[config.mk]
export PLATFORM = sky130hd
export DESIGN_NAME = modbus_digital_io_counter_device
export DESIGN_NICKNAME = d
export VERILOG_FILES = /design/src/design/mbdio_pkg.sv /design/src/design/modbus_digital_io_counter_device.sv
export SDC_FILE = /design/constraint.sdc
export NUM_CORES = 1
export LEC_CHECK = 0
export BUFFER_PORTS_ARGS = -buffer_cell sky130_fd_sc_hd__buf_2
export CELL_PAD_IN_SITES_DETAIL_PLACEMENT = 1
export CELL_PAD_IN_SITES_GLOBAL_PLACEMENT = 1
export CORE_MARGIN = 2
export CORE_UTILIZATION = 50
export CTS_CLUSTER_DIAMETER = 200
export DETAILED_ROUTE_END_ITERATION = 7
export PLACE_DENSITY_LB_ADDON = 0.1
export SLEW_MARGIN = 0
export SYNTH_ARGS = -nofsm -noshare
export SYNTH_HDL_FRONTEND = slang
export SYNTH_SLANG_ARGS = --single-unit
[constraint.sdc]
create_clock -name clk -period 7.3 [get_ports clk]
set_input_delay 1.095 -clock clk [delete_from_list [all_inputs] [get_ports clk]]
set_output_delay 1.095 -clock clk [all_outputs]
set_load 0.02 [all_outputs]
[src/design/mbdio_pkg.sv]
// Package: access modes and address map constants for the digital I/O counter device.
`default_nettype none

package mbdio_pkg;

  typedef enum logic [2:0] {
    MODE_RD_COIL  = 3'd0,
    MODE_RD_DISC  = 3'd1,
    MODE_RD_HOLD  = 3'd2,
    MODE_RD_INPUT = 3'd3,
    MODE_WR_COIL  = 3'd4,
    MODE_WR_HOLD  = 3'd5,
    MODE_TOGGLE   = 3'd6
  } mode_t;

  localparam int          AddrWidth  = 16;
  localparam int          DataWidth  = 16;
  localparam logic [15:0] CoilDiBase = 16'h0020;
  localparam logic [15:0] PackedReg  = 16'h0020;
  localparam logic [15:0] ClearBase  = 16'h0200;

endpackage

`default_nettype wire

[src/design/modbus_digital_io_counter_device.sv]
// Top level: register-mapped digital inputs with edge counters and relay outputs.
// A transaction is captured in the input register; its result (done, ok, read_data) is then
//   registered in the result register.
// Throughput: one transaction per cycle; busy stays low, one input and one result register.
// Reset (rst, synchronous): input levels, counters and relays clear to zero, no result pending.
// The result is shown for one cycle only; the receiver cannot stall it.
`default_nettype none

module modbus_digital_io_counter_device #(
  parameter int NUM_CHANNELS = 8,
  parameter int COUNT_WIDTH  = 16
) (
  input  wire logic                         clk,
  input  wire logic                         rst,
  input  wire logic                         start,
  output logic                              busy,
  input  wire mbdio_pkg::mode_t             mode,
  input  wire logic [mbdio_pkg::AddrWidth-1:0] address,
  input  wire logic [mbdio_pkg::DataWidth-1:0] write_data,
  input  wire logic                         coil_level,
  output logic                              done,
  output logic                              ok,
  output logic [mbdio_pkg::DataWidth-1:0]   read_data
);
  import mbdio_pkg::*;

  localparam int          IdxW = (NUM_CHANNELS > 1) ? $clog2(NUM_CHANNELS) : 1;
  localparam logic [15:0] N1   = 16'(NUM_CHANNELS);
  localparam logic [15:0] N2   = 16'(2 * NUM_CHANNELS);
  localparam logic [15:0] N3   = 16'(3 * NUM_CHANNELS);
  localparam logic [15:0] DiEnd  = 16'(32'(CoilDiBase) + NUM_CHANNELS);
  localparam logic [15:0] ClrEnd = 16'(32'(ClearBase) + NUM_CHANNELS);

  // input register
  logic                 valid;
  mode_t                mode_q;
  logic [AddrWidth-1:0] addr_q;
  logic [DataWidth-1:0] wdata_q;
  logic                 level_q;

  // device state
  logic [NUM_CHANNELS-1:0] levels;
  logic [NUM_CHANNELS-1:0] relays;
  logic [COUNT_WIDTH-1:0]  counts [NUM_CHANNELS];

  logic [NUM_CHANNELS-1:0] levels_next;
  logic [NUM_CHANNELS-1:0] relays_next;
  logic [COUNT_WIDTH-1:0]  counts_next [NUM_CHANNELS];
  logic                    ok_next;
  logic [DataWidth-1:0]    data_next;

  logic [AddrWidth-1:0] di_off, clr_off, t1_off, t2_off;
  logic [IdxW-1:0]      idx, di_idx, clr_idx, t1_idx, t2_idx;
  logic                 lo_hit, di_hit, clr_hit, t1_hit, t2_hit, pk_hit;
  logic [COUNT_WIDTH-1:0] cnt_rd;
  logic [DataWidth-1:0]   cnt16;

  assign busy = 1'b0;

  always_comb begin
    di_off  = addr_q - CoilDiBase;
    clr_off = addr_q - ClearBase;
    t1_off  = addr_q - N1;
    t2_off  = addr_q - N2;
    idx     = addr_q[IdxW-1:0];
    di_idx  = di_off[IdxW-1:0];
    clr_idx = clr_off[IdxW-1:0];
    t1_idx  = t1_off[IdxW-1:0];
    t2_idx  = t2_off[IdxW-1:0];
    lo_hit  = addr_q < N1;
    di_hit  = (addr_q >= CoilDiBase) && (addr_q < DiEnd);
    clr_hit = (addr_q >= ClearBase) && (addr_q < ClrEnd);
    t1_hit  = (addr_q >= N1) && (addr_q < N2);
    t2_hit  = (addr_q >= N2) && (addr_q < N3);
    pk_hit  = addr_q == PackedReg;
    cnt_rd  = counts[idx];
    cnt16   = DataWidth'(cnt_rd);
  end

  always_comb begin
    levels_next = levels;
    relays_next = relays;
    counts_next = counts;
    ok_next     = 1'b0;
    data_next   = '0;
    case (mode_q)
      MODE_RD_COIL: begin
        if (lo_hit) begin
          ok_next   = 1'b1;
          data_next = DataWidth'(relays[idx]);
        end else if (di_hit) begin
          ok_next   = 1'b1;
          data_next = DataWidth'(levels[di_idx]);
        end
      end
      MODE_RD_DISC: begin
        if (lo_hit) begin
          ok_next   = 1'b1;
          data_next = DataWidth'(levels[idx]);
        end
      end
      MODE_RD_HOLD, MODE_RD_INPUT: begin
        if (lo_hit) begin
          ok_next   = 1'b1;
          data_next = cnt16;
        end else if (pk_hit) begin
          ok_next   = 1'b1;
          data_next = (mode_q == MODE_RD_HOLD) ? DataWidth'(relays) : DataWidth'(levels);
        end
      end
      MODE_WR_COIL: begin
        if (lo_hit) begin
          ok_next          = 1'b1;
          relays_next[idx] = level_q;
        end else if (clr_hit) begin
          ok_next              = 1'b1;
          counts_next[clr_idx] = '0;
        end
      end
      MODE_WR_HOLD: begin
        if (pk_hit) begin
          ok_next     = 1'b1;
          relays_next = wdata_q[NUM_CHANNELS-1:0];
        end
      end
      MODE_TOGGLE: begin
        if (lo_hit) begin
          ok_next          = 1'b1;
          levels_next[idx] = ~levels[idx];
          if (!levels[idx]) begin
            counts_next[idx] = cnt_rd + 1'b1;
          end
        end else if (t1_hit) begin
          ok_next             = 1'b1;
          counts_next[t1_idx] = '0;
        end else if (t2_hit) begin
          ok_next             = 1'b1;
          relays_next[t2_idx] = ~relays[t2_idx];
        end
      end
      default: begin
        ok_next = 1'b0;
      end
    endcase
  end

  always_ff @(posedge clk) begin
    mode_q  <= mode;
    addr_q  <= address;
    wdata_q <= write_data;
    level_q <= coil_level;
    if (rst) begin
      valid     <= 1'b0;
      done      <= 1'b0;
      ok        <= 1'b0;
      read_data <= '0;
      levels    <= '0;
      relays    <= '0;
      for (int i = 0; i < NUM_CHANNELS; i++) begin
        counts[i] <= '0;
      end
    end else begin
      valid     <= start && !busy;
      done      <= valid;
      ok        <= valid && ok_next;
      read_data <= valid ? data_next : '0;
      if (valid) begin
        levels <= levels_next;
        relays <= relays_next;
        counts <= counts_next;
      end
    end
  end

  a_result_follows: assert property (@(posedge clk) disable iff (rst) valid |=> done)
    else $error("accepted transaction produced no result");
  a_no_spurious: assert property (@(posedge clk) disable iff (rst) done |-> $past(valid))
    else $error("result without transaction");
  a_nok_zero: assert property (@(posedge clk) disable iff (rst)
    (done && !ok) |-> (read_data == '0))
    else $error("nonzero data on failed access");
  a_idle_quiet: assert property (@(posedge clk) disable iff (rst)
    !done |-> (!ok && (read_data == '0)))
    else $error("result ports active without strobe");
  a_write_zero: assert property (@(posedge clk) disable iff (rst)
    (done && ($past(mode_q) == MODE_WR_COIL || $past(mode_q) == MODE_WR_HOLD ||
              $past(mode_q) == MODE_TOGGLE)) |-> (read_data == '0))
    else $error("write or toggle returned data");

endmodule

`default_nettype wire

======== After elaboration in Yosys (flattened, before gate mapping) ========
Cells that the tools add are included.
Widths: inputs -> output; s select.
operators by class
  add/sub/neg operators ................... 5
  order comparisons ....................... 20
  eq/ne operators ......................... 16
  multiplexer cells ....................... 55
  bitwise logic cells ..................... 10
  reductions and logical operators ........ 18
operators with widths
  operator               count
  $mux 128               5
  $and 128x128->128      2
  $not 128->128          2
  $pmux 128 s2           1
  $demux 16 s3           3
  $bwmux 128             1
  $mux 16                6
  $mux 8                 7
  $bmux 16 s3            1
  $pmux 16 s3            1
  $lt 16x5->1 const B    2
  $bwmux 8               3
  $pmux 8 s3             1
  $mux 1                 19
  $add 16x1->16 const B  1
  $eq 16x6->1 const B    1
  $ge 16x10->1 const B   1
  $ge 16x4->1 const B    1
  $ge 16x5->1 const B    1
  $ge 16x6->1 const B    1
  $lt 16x10->1 const B   1
  $lt 16x4->1 const B    1
  $lt 16x6->1 const B    1
  $ne 2x2->1 const B     7
  22 further kinds       54
word-level totals
  flip-flop bits (word level) ............. 191
  input port bits ......................... 39
  output and inout port bits .............. 19
  word-level logic and storage cells ...... 142

======== Longest topological paths before layout ========
  depth in word-level cells ............... 11
  depth in mapped cells ................... 12
  mapped depth without buffers ............ 9

======== Least setup slack after synthesis ========
No wires, ideal clock.
  path kind ............................... reg-to-reg
  from .................................... reg addr_q[0]
  to ...................................... reg counts[14] (netlist name)
  library setup time ...................... 0.133 ns
  data arrival time ....................... 2.872 ns
  data required time ...................... 7.167 ns
  slack ................................... 4.295 ns
  stages on the path, launching flop included .. 13
  path buffers ............................ 4
  clock period less this slack ............ 3.005 ns
  cells stage by stage .................... dfxtp_1 -> buf_4 -> buf_4 -> buf_4 -> buf_2 -> mux2_2 -> ha_1 -> inv_1 -> or4_4 -> nor3_2 -> nand4_1 -> mux2i_1 -> o21ai_0
between the ends
  word-level cells in the longest chain between the ends .. 11
  elaborated cells between the ends (all ways) .. 49
  classes of those cells .................. add/sub: 3; order compare: 11; eq/ne: 4; mux: 18; bitwise: 7; reduce/logical: 6
ends and longest elaborated chain
  item                                                                    RTL line                                 text
  from (decl)                                                             modbus_digital_io_counter_device.sv:37   logic [AddrWidth-1:0] addr_q;
  from (signal assigned)                                                  modbus_digital_io_counter_device.sv:149  addr_q <= address;
  parallel branches: the longest is 11 deep, another holds $add 16x1->16  -
  to (signal assigned)                                                    modbus_digital_io_counter_device.sv:170  counts <= counts_next;
  to (decl)                                                               modbus_digital_io_counter_device.sv:44   logic [COUNT_WIDTH-1:0] counts [NUM_CHANNELS];
Parallel ways; which one is timed is not known. The select of a mux whose other input is x is not followed.
A chain may end at the register's enable or synchronous reset.

======== Worst setup path in the final report ========
  from .................................... reg addr_q[1]
  to ...................................... reg counts[40] (netlist name)
Same word-level chain as after synthesis.

==> flow_summary_export.csv <==
group,metric,value,unit
floorplanning,ioPinCount,58,
job,max_cap_viol_count,0,
worst_setup_path,required,7.58,ns
cts,cts_tree,"built",
grt,overflow,0,
detailed_routing,route.detailed.drc,0,
timing,rsz0062_at_grt,"no",
detailed_routing,ant_nets,0,
grt,use_met1,42.0,%
synth,syn_area,8520,sq um
synth,synth_nets,955,
grt,antenna_found_initial,0,
worst_setup_path,reg2reg_depth,8,
cts,clock_path_buffers,2,
floorplanning,core_area,16600,sq um
min_path,hold_end,"counts[65]",
synth,synth_edf_count,0,
synth,ys_seq_elements,191,
grt,grtUsageMet2,51.6,%
floorplanning,dieArea,18100,sq um
timing,setup_tns,0,ns
cts,htree_num_levels,4,
synth,async_reset_ff_share,0,%
floorplanning,die_w,135,microns
cts,post_cts_resize_count,0,
pwr,power_density,225,nW/um^2
grt,grt-busiest-layer,"met2",
pwr,peakVddDrop,172,uV
detailed_routing,wirelength,27.4,mm
place,gp_congestion,0.945,
place,dp_slack,2.69,ns
cts,root_buffer,"clkbuf_16",
synth,synthCells,915,
pwr,p_leak,0.00336,uW
timing,drv_slew,0,
floorplanning,die_h,135,microns
cts,clock_latency,0.44,ns
timing,clock.fmax,210,MHz
worst_setup_path,cp.arrival,5.04,ns
final_layout,nets,972,
detailed_routing,drtPass1Iterations,6,
place,dpl_cell_area,8820,sq um
worst_setup_path,worst_r2r_endpoint,"counts[40]",
cts,postCtsSetupRepairBufs,0,
timing,finalClockSkew,0.0106,ns
final_layout,final_cell_mix,"188 x dfxtp_1, 115 x nand2_1, 87 x o21ai_0",
worst_setup_path,cp_max_fo,33,
final_layout,drive_above_1_share,14.1,%
min_path,hp-class,"flip-flop to flip-flop",
detailed_routing,vias,7400,
worst_setup_path,crit_path_start_kind,"flip-flop",
detailed_routing,wl_per_cell,23.6,microns
timing,layout_min_cycle_time,4.76,ns
floorplanning,start_util,51.2,%
final_layout,stdcell_area,9410,sq um
cts,cts_buffers,17,
worst_setup_path,setup.worst_path.end_class,"flip-flop",
grt,gr-usage-met3,5.78,%
synth,synth-seq-area-share,44.9,%
timing,finalHoldViolCount,0,
grt,grt_usage,31.2,%
final_layout,utilization,56.5,%
place,post-dp-hpwl,18.0,mm
cts,clk_pin_slew,0.07,ns
timing,finalSetupViolCount,0,
synth,synth-main-ff-cell,"dfxtp_1",
min_path,hold_depth,2,
synth,syn_area_per_cell,9.31,sq um
cts,cts_hold_buf,0,
detailed_routing,drtIter0Drc,613,
timing,min_period_over_period,65.2,%
cts,cts_sinks,191,
grt,grt_pass1_vias,7643,
min_path,hold_path_startpoint,"counts[65]",
timing,setup_slack,2.54,ns
synth,synth.distinct_cells,64,
worst_setup_path,path_class,"flip-flop to flip-flop",
final_layout,area_growth_syn_to_layout,10.4,%
detailed_routing,viasPerCell,6.36,
grt,grt_pass1_wl,43.3,mm
timing,worst_pin_slew,1.20,ns
grt,grt_start_max_net_pins,99,
synth,yosysWarnings,0,
final_layout,layout_commonest_cell,"dfxtp_1",
timing,relSlewSlack,20.1,%
final_layout,antenna_cells,0,
worst_setup_path,rrSetupSlack,2.54,ns
worst_setup_path,rr_startpoint,"addr_q[1]",
place,io_buffer_count,48,
outcome,run_status,"complete, no violations",
floorplanning,rows,47,
## critical path, stage by stage (launching register included)
cell	delay, ns
dfxtp_2	0.31
buf_4	0.49
mux4_2	0.57
mux2i_1	0.69
nor4_1	0.22
a21oi_1	0.81
nand2_1	1.00
nand3b_1	0.36
o21ai_0	0.12
## report_power, final
part	internal [uW]	switching [uW]	leakage, uW
Clock	527	422	0.000278
Combinational	37.6	65.6	0.00153
Sequential	1050	9.85	0.00155
## Yosys cell counts (5+ instances only)
cell	n	area, sq um
a211oi_1	5	37.5
a21oi_1	58	290
a22oi_1	6	45.0
and2_1	8	50.1
buf_2	13	65.1
buf_4	10	75.1
clkbuf_1	33	124
dfxtp_1	191	3820
inv_1	8	30.0
mux2_2	7	78.8
mux2i_1	51	510
mux4_2	23	518
nand2_1	115	432
nand2b_1	11	68.8
nand3_1	24	120
nand3b_1	75	563
nand4_1	13	81.3
nor2_1	56	210
nor3_1	22	110
nor4_1	5	31.3
o211ai_1	7	52.6
o21ai_0	87	435
o22ai_1	8	50.1
o31ai_1	6	45.0
or3_1	8	50.1
xnor2_1	6	52.6
## registers in the layout, summed over array words and instances (netlist names)
name / count
relays: 8
read_data: 16
level_q: 1
counts: 128
levels: 8
addr_q: 16
done: 1
ok: 1
wdata_q: 8
valid: 1
mode_q: 3
## metal layers
metal  vias to the layer above  part of all wire [%]
li1                       3347                     -
met1                      3733                    43
met2                       269                    49
met3                        51                   6.0
met4                         0                   2.2
met5                         -                     0
## area by class of cell
cell class	count	area [sq um]
tap	220	275
clock inverter	10	126
inverter	8	30.0
fill	1890	7240
multi-input combinational	656	4370
sequential	191	3830
clock buffer	21	460
timing repair buffer	58	318
## how the worst max path moves through the flow
stage,cells past startpoint,startpoint,end
global route,8,addr_q[1],counts[7]
finish,8,addr_q[1],counts[40]
floorplan,12,addr_q[0],counts[14]
global placement,8,addr_q[1],counts[35]
detailed placement,8,addr_q[1],counts[37]
CTS,8,addr_q[1],counts[8]
## stage by stage
step | hold WS [ns] | total power, uW | std cells
finish | 0.454 | 2110 | 1164
global route | 0.477 | 2180 | 1164
CTS | 0.458 | 2120 | 1164
detailed placement | 0.446 | 1190 | 1133
global placement | 0.434 | 1180 | 1133
floorplan | 0.419 | 1150 | 915
## cell families after synthesis
group / after synthesis / synth area share, %
flops: 191 / 44.9
xor+xnor: 6 / 0.617
other cells: 1 / 0.0440
buf+inv: 68 / 3.83
compound gates: 201 / 13.8
fa+ha+maj: 1 / 0.147
mux: 84 / 13.9
simple gates: 363 / 22.7
Note: power is estimated with default switching activity, not from simulation.
